<file path="src/rtl/fpalloc_pkg.sv">
// Shared constants, widths and status codes of the fixed-partition allocator.
package fpalloc_pkg;

   // Table depth and width of every size value.
   localparam int MAX_PARTITIONS = 16;
   localparam int SIZE_BITS      = 16;

   // Derived widths: slot index, counts that reach the depth itself, result index field.
   localparam int IDX_BITS  = (MAX_PARTITIONS > 1) ? $clog2(MAX_PARTITIONS) : 1;
   localparam int CNT_BITS  = $clog2(MAX_PARTITIONS + 1);
   localparam int PIDX_BITS = 4;
   localparam int STAT_BITS = 3;

   // Beat widths on the two stream sides.
   localparam int REQ_TDATA_BITS = ((SIZE_BITS + 7) / 8) * 8;
   localparam int RSP_FIELD_BITS = STAT_BITS + PIDX_BITS + 2 * SIZE_BITS;
   localparam int RSP_TDATA_BITS = ((RSP_FIELD_BITS + 7) / 8) * 8;

   // Reset value of the total memory size register.
   localparam logic [SIZE_BITS-1:0] TOTAL_RESET = SIZE_BITS'(65535);

   // Request kinds carried in tuser.
   localparam logic OP_DEFINE   = 1'b0;
   localparam logic OP_ALLOCATE = 1'b1;

   // Result status codes.
   localparam logic [STAT_BITS-1:0] ST_OK       = 3'd0;
   localparam logic [STAT_BITS-1:0] ST_REJECTED = 3'd1;
   localparam logic [STAT_BITS-1:0] ST_NO_FIT   = 3'd2;
   localparam logic [STAT_BITS-1:0] ST_FULL     = 3'd3;
   localparam logic [STAT_BITS-1:0] ST_INVALID  = 3'd4;

endpackage

</file>
<file path="src/rtl/fixed_partition_first_fit_allocator_unit.sv">
// Top level of the fixed-partition first-fit allocator: sequencer, table and result register.

// The block keeps a table of up to MAX_PARTITIONS fixed partitions. A define beat
// (tuser 0) appends a partition when the table has room and the placed sizes stay
// within total_size; an allocate beat (tuser 1) scans the placed partitions in index
// order with one shared compare and subtract unit and claims the first free one that
// is large enough. Each request beat yields exactly one response beat. An invalid,
// define, full or empty-table request passes from S_DECIDE straight to S_EMIT, where
// its response is loaded; an allocate steps through S_READ, which reads the
// partition-size RAM, and S_CHECK, which compares, for every entry it scans. While an
// earlier response still waits in the output register, S_EMIT holds, so response
// stalls lengthen each request. The block takes one request at a time and is ready
// again once the response is in the output register.
module fixed_partition_first_fit_allocator_unit
   import fpalloc_pkg::*;
(
   input  logic                      clock,
   input  logic                      reset,
   // Configuration: total_size in KB.
   input  logic                      csr_write_enable,
   input  logic [SIZE_BITS-1:0]      csr_write_data,
   // Request stream.
   input  logic                      req_tvalid,
   output logic                      req_tready,
   input  logic [REQ_TDATA_BITS-1:0] req_tdata,  // [15:0] size
   input  logic                      req_tuser,  // [0] opcode
   // Response stream.
   output logic                      rsp_tvalid,
   input  logic                      rsp_tready,
   // [2:0] status, [6:3] partition_index, [22:7] unplaced_space,
   // [38:23] internal_fragmentation, [39] zero
   output logic [RSP_TDATA_BITS-1:0] rsp_tdata
);

   typedef enum logic [4:0] {
      S_IDLE   = 5'b00001,
      S_DECIDE = 5'b00010,
      S_READ   = 5'b00100,
      S_CHECK  = 5'b01000,
      S_EMIT   = 5'b10000
   } state_type;

   state_type               state_ff, state_in;
   logic [SIZE_BITS-1:0]    total_ff, total_in;
   logic                    op_ff, op_in;
   logic [SIZE_BITS-1:0]    size_ff, size_in;
   logic [IDX_BITS-1:0]     idx_ff, idx_in;
   logic [STAT_BITS-1:0]    status_ff, status_in;
   logic [MAX_PARTITIONS-1:0] busy_ff, busy_in;
   logic [CNT_BITS-1:0]     placed_ff, placed_in;
   logic [CNT_BITS-1:0]     busy_count_ff, busy_count_in;
   logic [SIZE_BITS-1:0]    used_ff, used_in;
   logic [SIZE_BITS-1:0]    frag_ff, frag_in;
   logic                    rsp_valid_ff, rsp_valid_in;
   logic [RSP_TDATA_BITS-1:0] rsp_data_ff, rsp_data_in;

   logic                    ram_we;
   logic [SIZE_BITS-1:0]    ram_rdata;
   logic [SIZE_BITS:0]      define_sum;
   logic                    define_fits;
   logic                    entry_fits;
   logic [SIZE_BITS-1:0]    leftover;
   logic [SIZE_BITS:0]      frag_sum;
   logic [CNT_BITS-1:0]     next_idx_count;
   logic [SIZE_BITS-1:0]    unplaced;
   logic                    rsp_slot_free;

   // Partition sizes; values of entries at or above the placed count are never used.
   fpalloc_ram #(
      .WIDTH (SIZE_BITS),
      .DEPTH (MAX_PARTITIONS)
   ) u_size_ram (
      .clock        (clock),
      .write_enable (ram_we),
      .write_addr   (placed_ff[IDX_BITS-1:0]),
      .write_data   (size_ff),
      .read_addr    (idx_ff),
      .read_data    (ram_rdata)
   );

   // Shared arithmetic: placement check, size compare and fragmentation update.
   assign define_sum     = {1'b0, used_ff} + {1'b0, size_ff};
   assign define_fits    = (define_sum <= {1'b0, total_ff}) &&
                           (placed_ff < CNT_BITS'(MAX_PARTITIONS));
   assign entry_fits     = !busy_ff[idx_ff] && (ram_rdata >= size_ff);
   assign leftover       = ram_rdata - size_ff;
   assign frag_sum       = {1'b0, frag_ff} + {1'b0, leftover};
   assign next_idx_count = CNT_BITS'(idx_ff) + CNT_BITS'(1);
   assign unplaced       = (total_ff > used_ff) ? (total_ff - used_ff) : '0;
   assign rsp_slot_free  = !rsp_valid_ff || rsp_tready;

   // Sequencer and table updates.
   always_comb begin
      state_in      = state_ff;
      total_in      = csr_write_enable ? csr_write_data : total_ff;
      op_in         = op_ff;
      size_in       = size_ff;
      idx_in        = idx_ff;
      status_in     = status_ff;
      busy_in       = busy_ff;
      placed_in     = placed_ff;
      busy_count_in = busy_count_ff;
      used_in       = used_ff;
      frag_in       = frag_ff;
      rsp_valid_in  = rsp_valid_ff && !rsp_tready;
      rsp_data_in   = rsp_data_ff;
      ram_we        = 1'b0;

      case (state_ff)
         S_IDLE: begin
            if (req_tvalid) begin
               op_in    = req_tuser;
               size_in  = req_tdata[SIZE_BITS-1:0];
               idx_in   = '0;
               state_in = S_DECIDE;
            end
         end
         S_DECIDE: begin
            state_in = S_EMIT;
            if (size_ff == '0) begin
               status_in = ST_INVALID;
            end else if (op_ff == OP_DEFINE) begin
               if (define_fits) begin
                  ram_we                               = 1'b1;
                  busy_in[placed_ff[IDX_BITS-1:0]]     = 1'b0;
                  idx_in                               = placed_ff[IDX_BITS-1:0];
                  placed_in                            = placed_ff + CNT_BITS'(1);
                  used_in                              = define_sum[SIZE_BITS-1:0];
                  status_in                            = ST_OK;
               end else begin
                  status_in = ST_REJECTED;
               end
            end else if (placed_ff == '0) begin
               status_in = ST_NO_FIT;
            end else if (busy_count_ff >= placed_ff) begin
               status_in = ST_FULL;
            end else begin
               state_in = S_READ;
            end
         end
         S_READ: begin
            state_in = S_CHECK;
         end
         S_CHECK: begin
            if (entry_fits) begin
               busy_in[idx_ff] = 1'b1;
               busy_count_in   = busy_count_ff + CNT_BITS'(1);
               frag_in         = frag_sum[SIZE_BITS] ? '1 : frag_sum[SIZE_BITS-1:0];
               status_in       = ST_OK;
               state_in        = S_EMIT;
            end else if (next_idx_count >= placed_ff) begin
               status_in = ST_NO_FIT;
               state_in  = S_EMIT;
            end else begin
               idx_in   = next_idx_count[IDX_BITS-1:0];
               state_in = S_READ;
            end
         end
         S_EMIT: begin
            if (rsp_slot_free) begin
               rsp_valid_in = 1'b1;
               rsp_data_in  = RSP_TDATA_BITS'({
                  frag_ff,
                  unplaced,
                  (status_ff == ST_OK) ? PIDX_BITS'(idx_ff) : PIDX_BITS'(0),
                  status_ff});
               state_in     = S_IDLE;
            end
         end
         default: begin
            state_in = S_IDLE;
         end
      endcase
   end

   // Control state with synchronous reset.
   always_ff @(posedge clock) begin
      if (reset) begin
         state_ff      <= S_IDLE;
         total_ff      <= TOTAL_RESET;
         busy_ff       <= '0;
         placed_ff     <= '0;
         busy_count_ff <= '0;
         used_ff       <= '0;
         frag_ff       <= '0;
         rsp_valid_ff  <= 1'b0;
      end else begin
         state_ff      <= state_in;
         total_ff      <= total_in;
         busy_ff       <= busy_in;
         placed_ff     <= placed_in;
         busy_count_ff <= busy_count_in;
         used_ff       <= used_in;
         frag_ff       <= frag_in;
         rsp_valid_ff  <= rsp_valid_in;
      end
   end

   // Request fields, scan position and result payload.
   always_ff @(posedge clock) begin
      op_ff       <= op_in;
      size_ff     <= size_in;
      idx_ff      <= idx_in;
      status_ff   <= status_in;
      rsp_data_ff <= rsp_data_in;
   end

   assign req_tready = (state_ff == S_IDLE);
   assign rsp_tvalid = rsp_valid_ff;
   assign rsp_tdata  = rsp_data_ff;

   // The busy count tracks the busy flags.
   assert property (@(posedge clock) disable iff (reset)
      $countones(busy_ff) == 32'(busy_count_ff))
      else $error("busy count differs from busy flags");

   // No more partitions busy than placed, and the table never overflows.
   assert property (@(posedge clock) disable iff (reset)
      (busy_count_ff <= placed_ff) && (placed_ff <= CNT_BITS'(MAX_PARTITIONS)))
      else $error("partition counts out of range");

   // The scan only visits placed partitions.
   assert property (@(posedge clock) disable iff (reset)
      (state_ff == S_READ || state_ff == S_CHECK) |-> (CNT_BITS'(idx_ff) < placed_ff))
      else $error("scan index beyond placed partitions");

   // A successful allocation leaves the chosen partition marked busy.
   assert property (@(posedge clock) disable iff (reset)
      (state_ff == S_CHECK && entry_fits) |=> busy_ff[$past(idx_ff)])
      else $error("allocated partition not marked busy");

endmodule

</file>
<file path="src/rtl/fpalloc_ram.sv">
// Generic single-write, single-read RAM with a registered read port.
module fpalloc_ram #(
   parameter int WIDTH = 16,
   parameter int DEPTH = 16
) (
   input  logic                                        clock,
   input  logic                                        write_enable,
   input  logic [((DEPTH > 1) ? $clog2(DEPTH) : 1)-1:0] write_addr,
   input  logic [WIDTH-1:0]                            write_data,
   input  logic [((DEPTH > 1) ? $clog2(DEPTH) : 1)-1:0] read_addr,
   output logic [WIDTH-1:0]                            read_data
);

   logic [WIDTH-1:0] mem_ff [DEPTH];
   logic [WIDTH-1:0] read_data_ff;

   // Write port and registered read port.
   always_ff @(posedge clock) begin
      if (write_enable) begin
         mem_ff[write_addr] <= write_data;
      end
      read_data_ff <= mem_ff[read_addr];
   end

   assign read_data = read_data_ff;

endmodule
</file>
<file path="config.mk">
export PLATFORM = sky130hd
export DESIGN_NAME = fixed_partition_first_fit_allocator_unit
export DESIGN_NICKNAME = d
export VERILOG_FILES = /design/src/rtl/fpalloc_pkg.sv /design/src/rtl/fixed_partition_first_fit_allocator_unit.sv /design/src/rtl/fpalloc_ram.sv
export SDC_FILE = /design/constraint.sdc
export NUM_CORES = 1
export LEC_CHECK = 0
export BUFFER_PORTS_ARGS = -buffer_cell sky130_fd_sc_hd__buf_2
export CORE_AREA = 2 2 240 183
export CTS_BUF_LIST = sky130_fd_sc_hd__clkbuf_4 sky130_fd_sc_hd__clkbuf_8
export DETAILED_ROUTE_END_ITERATION = 10
export DIE_AREA = 0 0 242 185
export HOLD_SLACK_MARGIN = 0.1
export PLACE_DENSITY = 0.68
export SETUP_SLACK_MARGIN = 0.05
export SYNTH_ARGS = -nofsm -noshare
export SYNTH_HDL_FRONTEND = slang
export SYNTH_SLANG_ARGS = --single-unit
</file>
<file path="constraint.sdc">
create_clock -name clock -period 6.84 [get_ports clock]
set_input_delay 2.052 -clock clock [delete_from_list [all_inputs] [get_ports clock]]
set_output_delay 2.052 -clock clock [all_outputs]
set_load 0.05 [all_outputs]
</file>
**Word-level counts from Yosys, hierarchy flattened**

Memory sizes are Yosys's and may differ from the RTL's. A register that Yosys moved wholly into a read port is not among the register bits.
Cells that the tools add are included.

- Flip-flop bits (word level): 143
- RAM bits: 256
- Input port bits: 38
- Output and inout port bits: 42
- Word-level logic and storage cells: 119
- Memories kept: 1

Memory list:

| memory | words | bits a word | read ports | clocked after Yosys merged registers in | write ports | line | RTL |
|---|---|---|---|---|---|---|---|
| u_size_ram.mem_ff | 16 | 16 | 1 | 1 | 1 | fpalloc_ram.sv:14 | `logic [WIDTH-1:0] mem_ff [DEPTH];` |

- Add/subtract/negate cells: 7
- Order comparisons: 10
- Equal/unequal tests: 15
- Multiplexer cells: 44
- Bitwise operators: 5
- Reductions and logical operators: 22

Operators with widths:

| operator | count |
|---|---|
| 16-bit two-way mux | 5 |
| 5-bit two-way mux | 8 |
| 16-bit by 16-bit adder with 17-bit output | 2 |
| 16-bit one-hot mux with 2 select lines | 1 |
| 16-bit subtractor | 2 |
| 5-bit one-hot mux with 5 select lines | 1 |
| 4-bit two-way mux | 6 |
| 3-bit two-way mux | 6 |
| 17-bit by 16-bit <= comparator with 1-bit output | 1 |
| 16-bit AND | 1 |
| 16-bit greater-or-equal comparator | 1 |
| 16-bit > comparator | 1 |
| 16-bit zero test | 1 |
| 2-bit inequality test, second input constant | 8 |
| 16-bit NOT | 1 |
| 16-bit bitwise OR | 1 |
| 1-bit two-way mux | 12 |
| 4-bit one-hot mux with 3 select lines | 1 |
| 5-bit by 1-bit adder with 5-bit output, second input constant | 2 |
| 5-bit greater-or-equal comparator | 2 |
| 4-bit by 5-bit less-than comparator with 1-bit output, second input constant | 2 |
| 1-bit demux with 4-bit select | 2 |
| 4-bit by 1-bit greater-or-equal comparator with 1-bit output, second input constant | 2 |
| 2-bit AND reduction | 4 |
| other kinds (23) | 30 |

**Depth between registers and ports, before layout**

Gate-level depths: netlist (run 1).

- Word-level depth: 10
- Depth in mapped cells: 20

**Cells and area by module**

Synthesis (run 1) repeated with hierarchy kept, for this count alone.

- Cell total of the unflattened synthesis: 1388
- Area total of the unflattened synthesis: 19274.7 sq um

By module, submodules not included:

| module | times used | cells each | area an instance (sq um) |
|---|---|---|---|
| fpalloc_ram | 1 | 432 | 10042.1 |
| fixed_partition_first_fit_allocator_unit | 1 | 956 | 9232.6 |

**Worst setup path after synthesis (run 1)**

No wires, ideal clock.

- Kind: reg-to-reg
- Start: register size_ff[0]
- End: memory u_size_ram.mem_ff[4][0] (enable)
- Library setup time: 409 ps
- Arrival time: 5023 ps
- Required time: 6431 ps
- Path slack: 1408 ps
- Stages on the path, launching flop included: 20
- Path buffers: 1
- Clock period less this slack: 5432 ps
- Cell sequence: edfxtp_1 -> ha_1 -> inv_1 -> fa_1 -> nand2b_1 -> a21oi_1 -> o211a_1 -> a41oi_2 -> a31oi_1 -> a21oi_1 -> ha_1 -> nand2_1 -> nor4_1 -> a21oi_1 -> a21boi_0 -> or3_4 -> nor2_4 -> buf_4 -> nand2_1 -> nor3_1

- Cells in the longest elaborated chain, start to end: 9
- Elaborated cells on any way between the ends: 10

RTL lines:

| element | line | RTL |
|---|---|---|
| start, declared | fixed_partition_first_fit_allocator_unit.sv:46 | `logic [SIZE_BITS-1:0] size_ff, size_in;` |
| start signal, assigned | fixed_partition_first_fit_allocator_unit.sv:202 | `size_ff <= size_in;` |
| 16-bit by 16-bit adder with 17-bit output | fixed_partition_first_fit_allocator_unit.sv:82 | `assign define_sum = {1'b0, used_ff} + {1'b0, size_ff};` |
| named net define_sum[14] | fixed_partition_first_fit_allocator_unit.sv:59 | `logic [SIZE_BITS:0] define_sum;` |
| 17-bit by 16-bit <= comparator with 1-bit output | fixed_partition_first_fit_allocator_unit.sv:83 | `assign define_fits = (define_sum <= {1'b0, total_ff}) &&` |
| 1-bit logical AND | fixed_partition_first_fit_allocator_unit.sv:83 |  |
| 1-bit two-way mux | fixed_partition_first_fit_allocator_unit.sv:123 | `if (define_fits) begin` |
| 1-bit two-way mux | fixed_partition_first_fit_allocator_unit.sv:122 | `end else if (op_ff == OP_DEFINE) begin` |
| 1-bit two-way mux | fixed_partition_first_fit_allocator_unit.sv:120 | `if (size_ff == '0) begin` |
| 1-bit two-way mux | fixed_partition_first_fit_allocator_unit.sv:109 | `case (state_ff)` |
| 1-bit two-way mux | fpalloc_ram.sv:19 | `if (write_enable) begin` |
| 1-bit two-way mux (implied by the code) | fpalloc_ram.sv:20 | `mem_ff[write_addr] <= write_data;` |
| end, declared | fpalloc_ram.sv:14 |  |

The timed path passes the listed nets, and every way through them passes these cells.

**Worst setup path in the final report (run 1)**

- Start: register size_ff[1]
- End: memory u_size_ram.mem_ff[10][6] (enable)

The elaborated chain is that of the path after synthesis.

==> results.md, run 1 <==
* Slew margin rel. at 0.212
* R2r setup slk at 1.16 ns
* Status: finished clean
* LEAKAGE at 0.00779 uW
* I/O Buffers at 78
* Tcrit/Tclk final at 0.830
* Maximum buffer depth of the clock tree at 3
* H-Tree Depth at 3
* XOR/XNOR Fraction of Synth Area at 0.0255
* Non-Filler Instances at 2085
* Main synth FF type: edfxtp_1
* Total GRT Usage at 0.205
* Pint at 4320 uW
* Setup CP Type: flip-flop to flip-flop
* PD cells at 268 nW/um^2
* Setup Viol. Count Final at 0
* # clock sinks at 415
* Area grow syn2layout at 13.7%
* Top cell type by total area after synthesis: edfxtp_1
* Max Freq at 0.176 GHz
* Post-Synth Adder-Cell Area at 0.0698
* Post-route cell area at 21500 um^2
* EDFF count, synth at 319
* Io pins at 80
* Storage element area at 11500 um^2
* Yosys warns at 0
* Clock Skew at 0.0394 ns
* Post-synthesis sequential area ratio at 0.609
* Final WS setup at 1.16 ns
* Max_cap viols at 0
* Core area at 42600 um^2
* TritonCTS Buffers at 66
* Routability cong. at 0.881
* Switch share at 0.248
* Hold depth at 0
* Drt pass-1 iters at 5
* Fin crit period at 5.68 ns
* RR Endpoint: u_size_ram.mem_ff[10][6]
* Post-Syn Area per Cell at 14.3 um^2
* Placed cell area at 20000 um^2
* Critical Path Fanout Max at 19
* Critical Path RT at 7.08 ns
* Via count at 11700
* Async S/R FF share, synth at 0
* Post-Synthesis Cells at 1325
* Fraction of layout instances using a drive strength above 1 at 0.216
* FF-to-FF Start: size_ff[1]
* Syn_nets at 1466
* #FFs+latches synth at 415
* Register share of total power at 0.486
* Post-synthesis mux area share at 0.108
* # DRC at 0
* Site Rows at 66
* Most frequent cell after synthesis: edfxtp_1
* Worst Path Arrival at 5.92 ns
* Initial antenna violation count at 0
* Worst Hold Class: flip-flop to flip-flop
* Switching power at 1430 uW
* Clock root buffer: clkbuf_8
* Critical path startpoint category: flip-flop
* # diodes at 0
* Simple-gate share of the synthesized area at 0.0782
* Clock Latency Late Sink at 0.64 ns
* Mapped Area at 18900 um^2
* Hold endpoint: rsp_tdata[37]
* Initial core utilization at 0.443
* Most instantiated cells after synthesis: edfxtp_1, ha_1, dfxtp_1, mux4_2, inv_1
* Comb power frac at 0.109
* R2R depth at 16
* Post-route ant nets at 0
* Final Hold Violating Endpoints at 0
* Measured slew at the worst slew-check pin at 1.18 ns
* Hold Startpoint: frag_ff[14]
* Die height at 185 um
* Synth top area share at 0.507
* Hold_buf cts at 0
* CTS tree: done
* Maximum VDD drop at 0.000144 V
* Setup TNS at 0 ns
* Die width at 242 um
* Pre-CTS WS at 1.15 ns
* Layout fillers at 3668
* Post-CTS sizing at 0
* Die ar. at 44800 um^2
* Vias in the first global route at 11600
* RSZ-0062 raised after global routing: no
* Vias/cell at 5.63
* 1st-iter DRT viols at 1094
* Compound-Gate Fraction of Synth Area at 0.0825
* NumNets Final at 1594
* Post-synthesis cell type count at 72
* Critical Path End Type: flip-flop
* Dpl hpwl at 30000 um
* Hold WS at 0.456 ns
* DR WL/cell at 21.5 um
* Synth area leaders: edfxtp_1, dfxtp_1, mux4_2
* Setup Fix Bufs, Post-CTS at 0
* Cell Count Post-Placement at 1963
* Slew Viols, Final at 0
* Clk pwr share at 0.405
* Largest net degree at the start of global routing at 54
* Worst-path clk slew at 0.06 ns
* Gr ovfl total at 0
* Main combinational cell family by area after synthesis: multiplexers
* Post-Route WL at 44800 um
* First-pass GRT wire length at 68900 um
* Area of the multi-input gates at 6910 um^2
[power groups by stage]
| stage | sequential (uW) | combinational (uW) | clock (uW) |
|---|---|---|---|
| after global placement | 2840 | 610 | 0 |
| final | 2790 | 629 | 2330 |
| after detailed placement | 2850 | 623 | 0 |
| after floorplan | 2840 | 457 | 0 |
| after CTS | 2790 | 627 | 2380 |
| after global routing | 2800 | 690 | 2480 |
[cell families (layout without fill, tap and decap cells)]
kind of cell | Yosys count | count (layout)
flops | 415 | 415
simple gates | 288 | 288
compound gates | 237 | 237
buf+inv | 127 | 309
fa+ha+maj | 103 | 103
mux | 99 | 99
xor+xnor | 55 | 55
other cells | 1 | 1
[final cells by class]
type                            count  share of cell area
Clock buffer                       90              0.0518
Clock inverter                     32              0.0156
Inverter                           82              0.0143
Multi-Input combinational cell    783               0.322
Sequential cell                   415               0.535
Tap cell                          578              0.0337
Timing Repair Buffer              105              0.0276
[sequential cells by signal (all words and copies together) (netlist names), 16 cells and up]
| name | flops |
|---|---|
| busy_ff | 16 |
| size_ff | 16 |
| rsp_tdata | 39 |
| u_size_ram.mem_ff | 256 |
| total_ff | 16 |
| used_ff | 16 |
| frag_ff | 16 |
| u_size_ram.read_data | 16 |
[through the flow]
step                      total power, uW  utilization
final                                5750        0.504
after global routing                 5970        0.504
after CTS                            5800        0.504
after detailed placement             3470        0.470
after global placement               3450        0.470
after floorplan                      3290            -
[metal layers]
layer | GRT usage | part of all wire
met5 | 0 | 0
met3 | 0.0398 | 0.065
met2 | 0.311 | 0.45
met4 | 0.0521 | 0.016
met1 | 0.303 | 0.47
[how the worst max path moves through the flow]
stage	startpoint	endpoint	slack, ns	cells after the start
after detailed placement	size_ff[1]	busy_ff[10]	1.15	17
after global placement	size_ff[1]	u_size_ram.mem_ff[10][6]	1.36	16
after CTS	size_ff[1]	busy_ff[10]	1.11	17
final	size_ff[1]	u_size_ram.mem_ff[10][6]	1.16	16
after floorplan	size_ff[0]	u_size_ram.mem_ff[4][0]	1.41	19
after global routing	size_ff[1]	busy_ff[10]	0.58	17
[critical path, cell delays in order, from the launching register on]
cell and delay (ns):
edfxtp_1 0.69, inv_1 0.23, fa_1 0.49, nand2b_1 0.18
a21oi_1 0.27, o211a_1 0.26, a41oi_2 0.20, a31oi_1 0.22
a21oi_1 0.08, ha_1 0.30, nand2_1 0.08, nor4_1 0.35
a21oi_1 0.11, a21boi_0 0.16, or3_4 0.43, nor2_4 0.25
and3_1 0.95
[cells in the final DEF (no fill, tap or decap), types with 14 or more instances in the layout]
cell	instances
inv_1	82
xor2_1	24
o211ai_1	20
dfxtp_1	96
mux4_2	84
and3_1	14
o21ai_0	51
a21o_1	17
buf_2	78
nand2_1	67
mux2i_1	15
ha_1	99
xnor2_1	31
clkbuf_8	70
edfxtp_1	319
clkbuf_4	20
buf_4	27
nor3_1	27
a21oi_1	73
nor2_1	81
Power figures use the tool's default switching activity.
==> run 2, diff against run 1 <==
PLACE_DENSITY = 0.7   (was 0.68)
clock period = 5.2 ns   (was 6.84 ns; I/O delays follow)
==> run 2 against run 1 <==
  * Highest routed layer is now met5
  * Cell count increased by 1.1%
  * Count of clock-buffer cells in the layout grew 2
  * Sequential share of layout area fell by 0.26 points
  * First-iteration DRC count rose by 11%
  * Register-to-register slack lost 0.86 ns
  * Critical path depth up 3
  * Non-clock buffer count increased by 26
  * Clock power up 20%
==> results.md, run 2 (synthesis results as in run 1) <==
* Status: finished clean (unchanged)
* CP cell instances: ha_1 -> inv_1 -> fa_1 -> nand2b_1 -> a21oi_1 -> o211a_1 -> a41oi_2 -> a21o_1 -> a21oi_1 -> ha_1 -> nand2_1 -> nor3_1 -> a221oi_1 -> a21boi_0 -> or3_4 -> nor2_4 -> buf_4 -> and4_1 -> buf_6 (was inv_1 -> fa_1 -> nand2b_1 -> a21oi_1 -> o211a_1 -> a41oi_2 -> a31oi_1 -> a21oi_1 -> ha_1 -> nand2_1 -> nor4_1 -> a21oi_1 -> a21boi_0 -> or3_4 -> nor2_4 -> and3_1)
* Storage element area at 11500 um^2 (unchanged)
* Largest Register: u_size_ram.mem_ff (unchanged)
* Max Freq at 0.204 GHz (was 0.176 GHz)
* Max_cap viols at 0 (unchanged)
* Worst-path clk slew at 0.06 ns (about the same)
* Hold endpoint: busy_ff[11] (was rsp_tdata[37])
* R2r setup slk at 0.30 ns (was 1.16 ns)
* Clock Latency Late Sink at 0.67 ns (was 0.64 ns)
* Via count at 12100 (was 11700)
* 1st-iter DRT viols at 1218 (was 1094)
* Initial antenna violation count at 3 (was 0)
* Measured slew at the worst slew-check pin at 0.986 ns (was 1.18 ns)
* Area of the multi-input gates at 6930 um^2 (was 6910 um^2)
* FF-to-FF Start: size_ff[0] (was size_ff[1])
* Layout fillers at 3603 (was 3668)
* First-pass GRT wire length at 71400 um (was 68900 um)
* Hold WS at 0.463 ns (was 0.456 ns)
* Routability cong. at 0.881 (about the same)
* # clock sinks at 415 (unchanged)
* Clock Skew at 0.0322 ns (was 0.0394 ns)
* Largest net degree at the start of global routing at 45 (was 54)
* Hold depth at 2 (was 0)
* Total GRT Usage at 0.213 (was 0.205)
* Post-Route WL at 47700 um (was 44800 um)
* Critical Path End Type: flip-flop (unchanged)
* RSZ-0062 raised after global routing: no (unchanged)
* NumNets Final at 1616 (was 1594)
* Hold Startpoint: busy_ff[11] (was frag_ff[14])
* Critical path startpoint category: flip-flop (unchanged)
* CP Buf/Inv Count at 3 (was 1)
* Maximum VDD drop at 0.000178 V (was 0.000144 V)
* H-Tree Depth at 2 (was 3)
* Vias/cell at 5.72 (was 5.63)
* Number of flip-flops in the largest register at 256 (unchanged)
* Die width at 242 um (unchanged)
* Worst Path Arrival at 5.23 ns (was 5.92 ns)
* Core area at 42600 um^2 (unchanged)
* Setup CP Type: flip-flop to flip-flop (unchanged)
* Most common cell after layout, fill and taps aside: edfxtp_1 (unchanged)
* Site Rows at 66 (unchanged)
* Drt pass-1 iters at 5 (unchanged)
* PD cells at 340 nW/um^2 (was 268 nW/um^2)
* Fin util at 0.507 (was 0.504)
* DR WL/cell at 22.6 um (was 21.5 um)
* Post-route ant nets at 0 (unchanged)
* Commonest cells after routing, fill and taps aside: edfxtp_1, ha_1, dfxtp_1 (unchanged)
* # DRC at 0 (unchanged)
* Tcrit/Tclk final at 0.942 (was 0.830)
* Worst Hold Class: flip-flop to flip-flop (unchanged)
* Fin crit period at 4.90 ns (was 5.68 ns)
* Vias in the first global route at 11700 (was 11600)
* Fraction of layout instances using a drive strength above 1 at 0.232 (was 0.216)
* Critical Path Fanout Max at 16 (was 19)
* Clock root buffer: clkbuf_8 (unchanged)
* Die height at 185 um (unchanged)
* Critical path's top delay family: compound AO/OA/AOI/OAI gates (was simple AND/OR/NAND/NOR gates)
* R2R depth at 19 (was 16)
* LEAKAGE at 0.00789 uW (was 0.00779 uW)
* Cell Count Post-Placement at 1986 (was 1963)
* I/O Buffers at 78 (unchanged)
* Critical Path Max Stage Delay at 0.46 ns (was 0.95 ns)
* Dpl hpwl at 32600 um (was 30000 um)
* Setup Viol. Count Final at 0 (unchanged)
* Die ar. at 44800 um^2 (unchanged)
* Initial core utilization at 0.443 (unchanged)
* Area grow syn2layout at 14.3% (was 13.7%)
* RR Endpoint: u_size_ram.mem_ff[13][14] (was u_size_ram.mem_ff[10][6])
* Post-route cell area at 21600 um^2 (was 21500 um^2)
* Maximum buffer depth of the clock tree at 3 (unchanged)
* Critical Path RT at 5.53 ns (was 7.08 ns)
* Slew margin rel. at 0.343 (was 0.212)
* CTS tree: done (unchanged)
* Worst path slowest cell: or3_4 (was and3_1)
* Io pins at 80 (unchanged)
* Setup TNS at 0 ns (unchanged)
* Gr ovfl total at 0 (unchanged)
* Non-Filler Instances at 2107 (was 2085)
* Slew Viols, Final at 0 (unchanged)
* Placed cell area at 20200 um^2 (was 20000 um^2)
* TritonCTS Buffers at 61 (was 66)
* Final Hold Violating Endpoints at 0 (unchanged)
[run 2: per-stage QoR]
stage          setup slack (ns)  power (uW)
2_1_floorplan            -0.232        4330
3_3_place_gp              0.279        4570
3_5_place_dp              0.146        4590
4_1_cts                  0.0831        7360
5_1_grt                  0.0633        7600
6_report                  0.301        7330
[run 2: layout make-up]
cell class              count  share of cell area
diodes                      1            0.000116
clock buffers              92              0.0523
clock inverters            24             0.00852
inverters                  82              0.0143
multi-input cells         784               0.321
flip-flops and latches    415               0.533
well taps                 578              0.0335
repair buffers            131              0.0376
[run 2: worst max-delay path by stage]
stage / cells past startpoint / to / slack, ns / startpoint
final: 19 / u_size_ram.mem_ff[13][14] / 0.30 / size_ff[0]
after global routing: 19 / u_size_ram.mem_ff[13][5] / 0.06 / size_ff[0]
after CTS: 17 / u_size_ram.mem_ff[5][6] / 0.08 / size_ff[3]
after detailed placement: 17 / u_size_ram.mem_ff[5][14] / 0.15 / size_ff[3]
after global placement: 17 / u_size_ram.mem_ff[5][6] / 0.28 / size_ff[2]
after floorplan: 19 / u_size_ram.mem_ff[4][0] / -0.23 / size_ff[0]
[run 2: per-layer routing]
layer | GRT usage | up-vias | share of wire
li1 | - | 5398 | -
met1 | 0.311 | 6035 | 0.45
met2 | 0.300 | 547 | 0.41
met3 | 0.0723 | 76 | 0.12
met4 | 0.0593 | 2 | 0.025
met5 | 0.00763 | - | 0.00096
[run 2: tightest hold or removal path, cell delays in order, from the launching register on]
cell and delay (ns):
dfxtp_1 0.31, nand2_1 0.05, o21ai_0 0.06
[run 2: repair_timing]
action / in CTS / in global routing
hold buffers: 0 / 0
gates resized for setup: 0 / 9
buffers inserted: 0 / 3
endpoints found under the setup margin: 0 / 286
[run 2: power by group]
part           switching [uW]  leakage (uW)  internal (uW)  total [uW]
sequential               29.1       0.00363           3620        3650
clock                    1290      0.000709           1500        2790
combinational             535       0.00354            355         890
total                    1860       0.00789           5470        7330
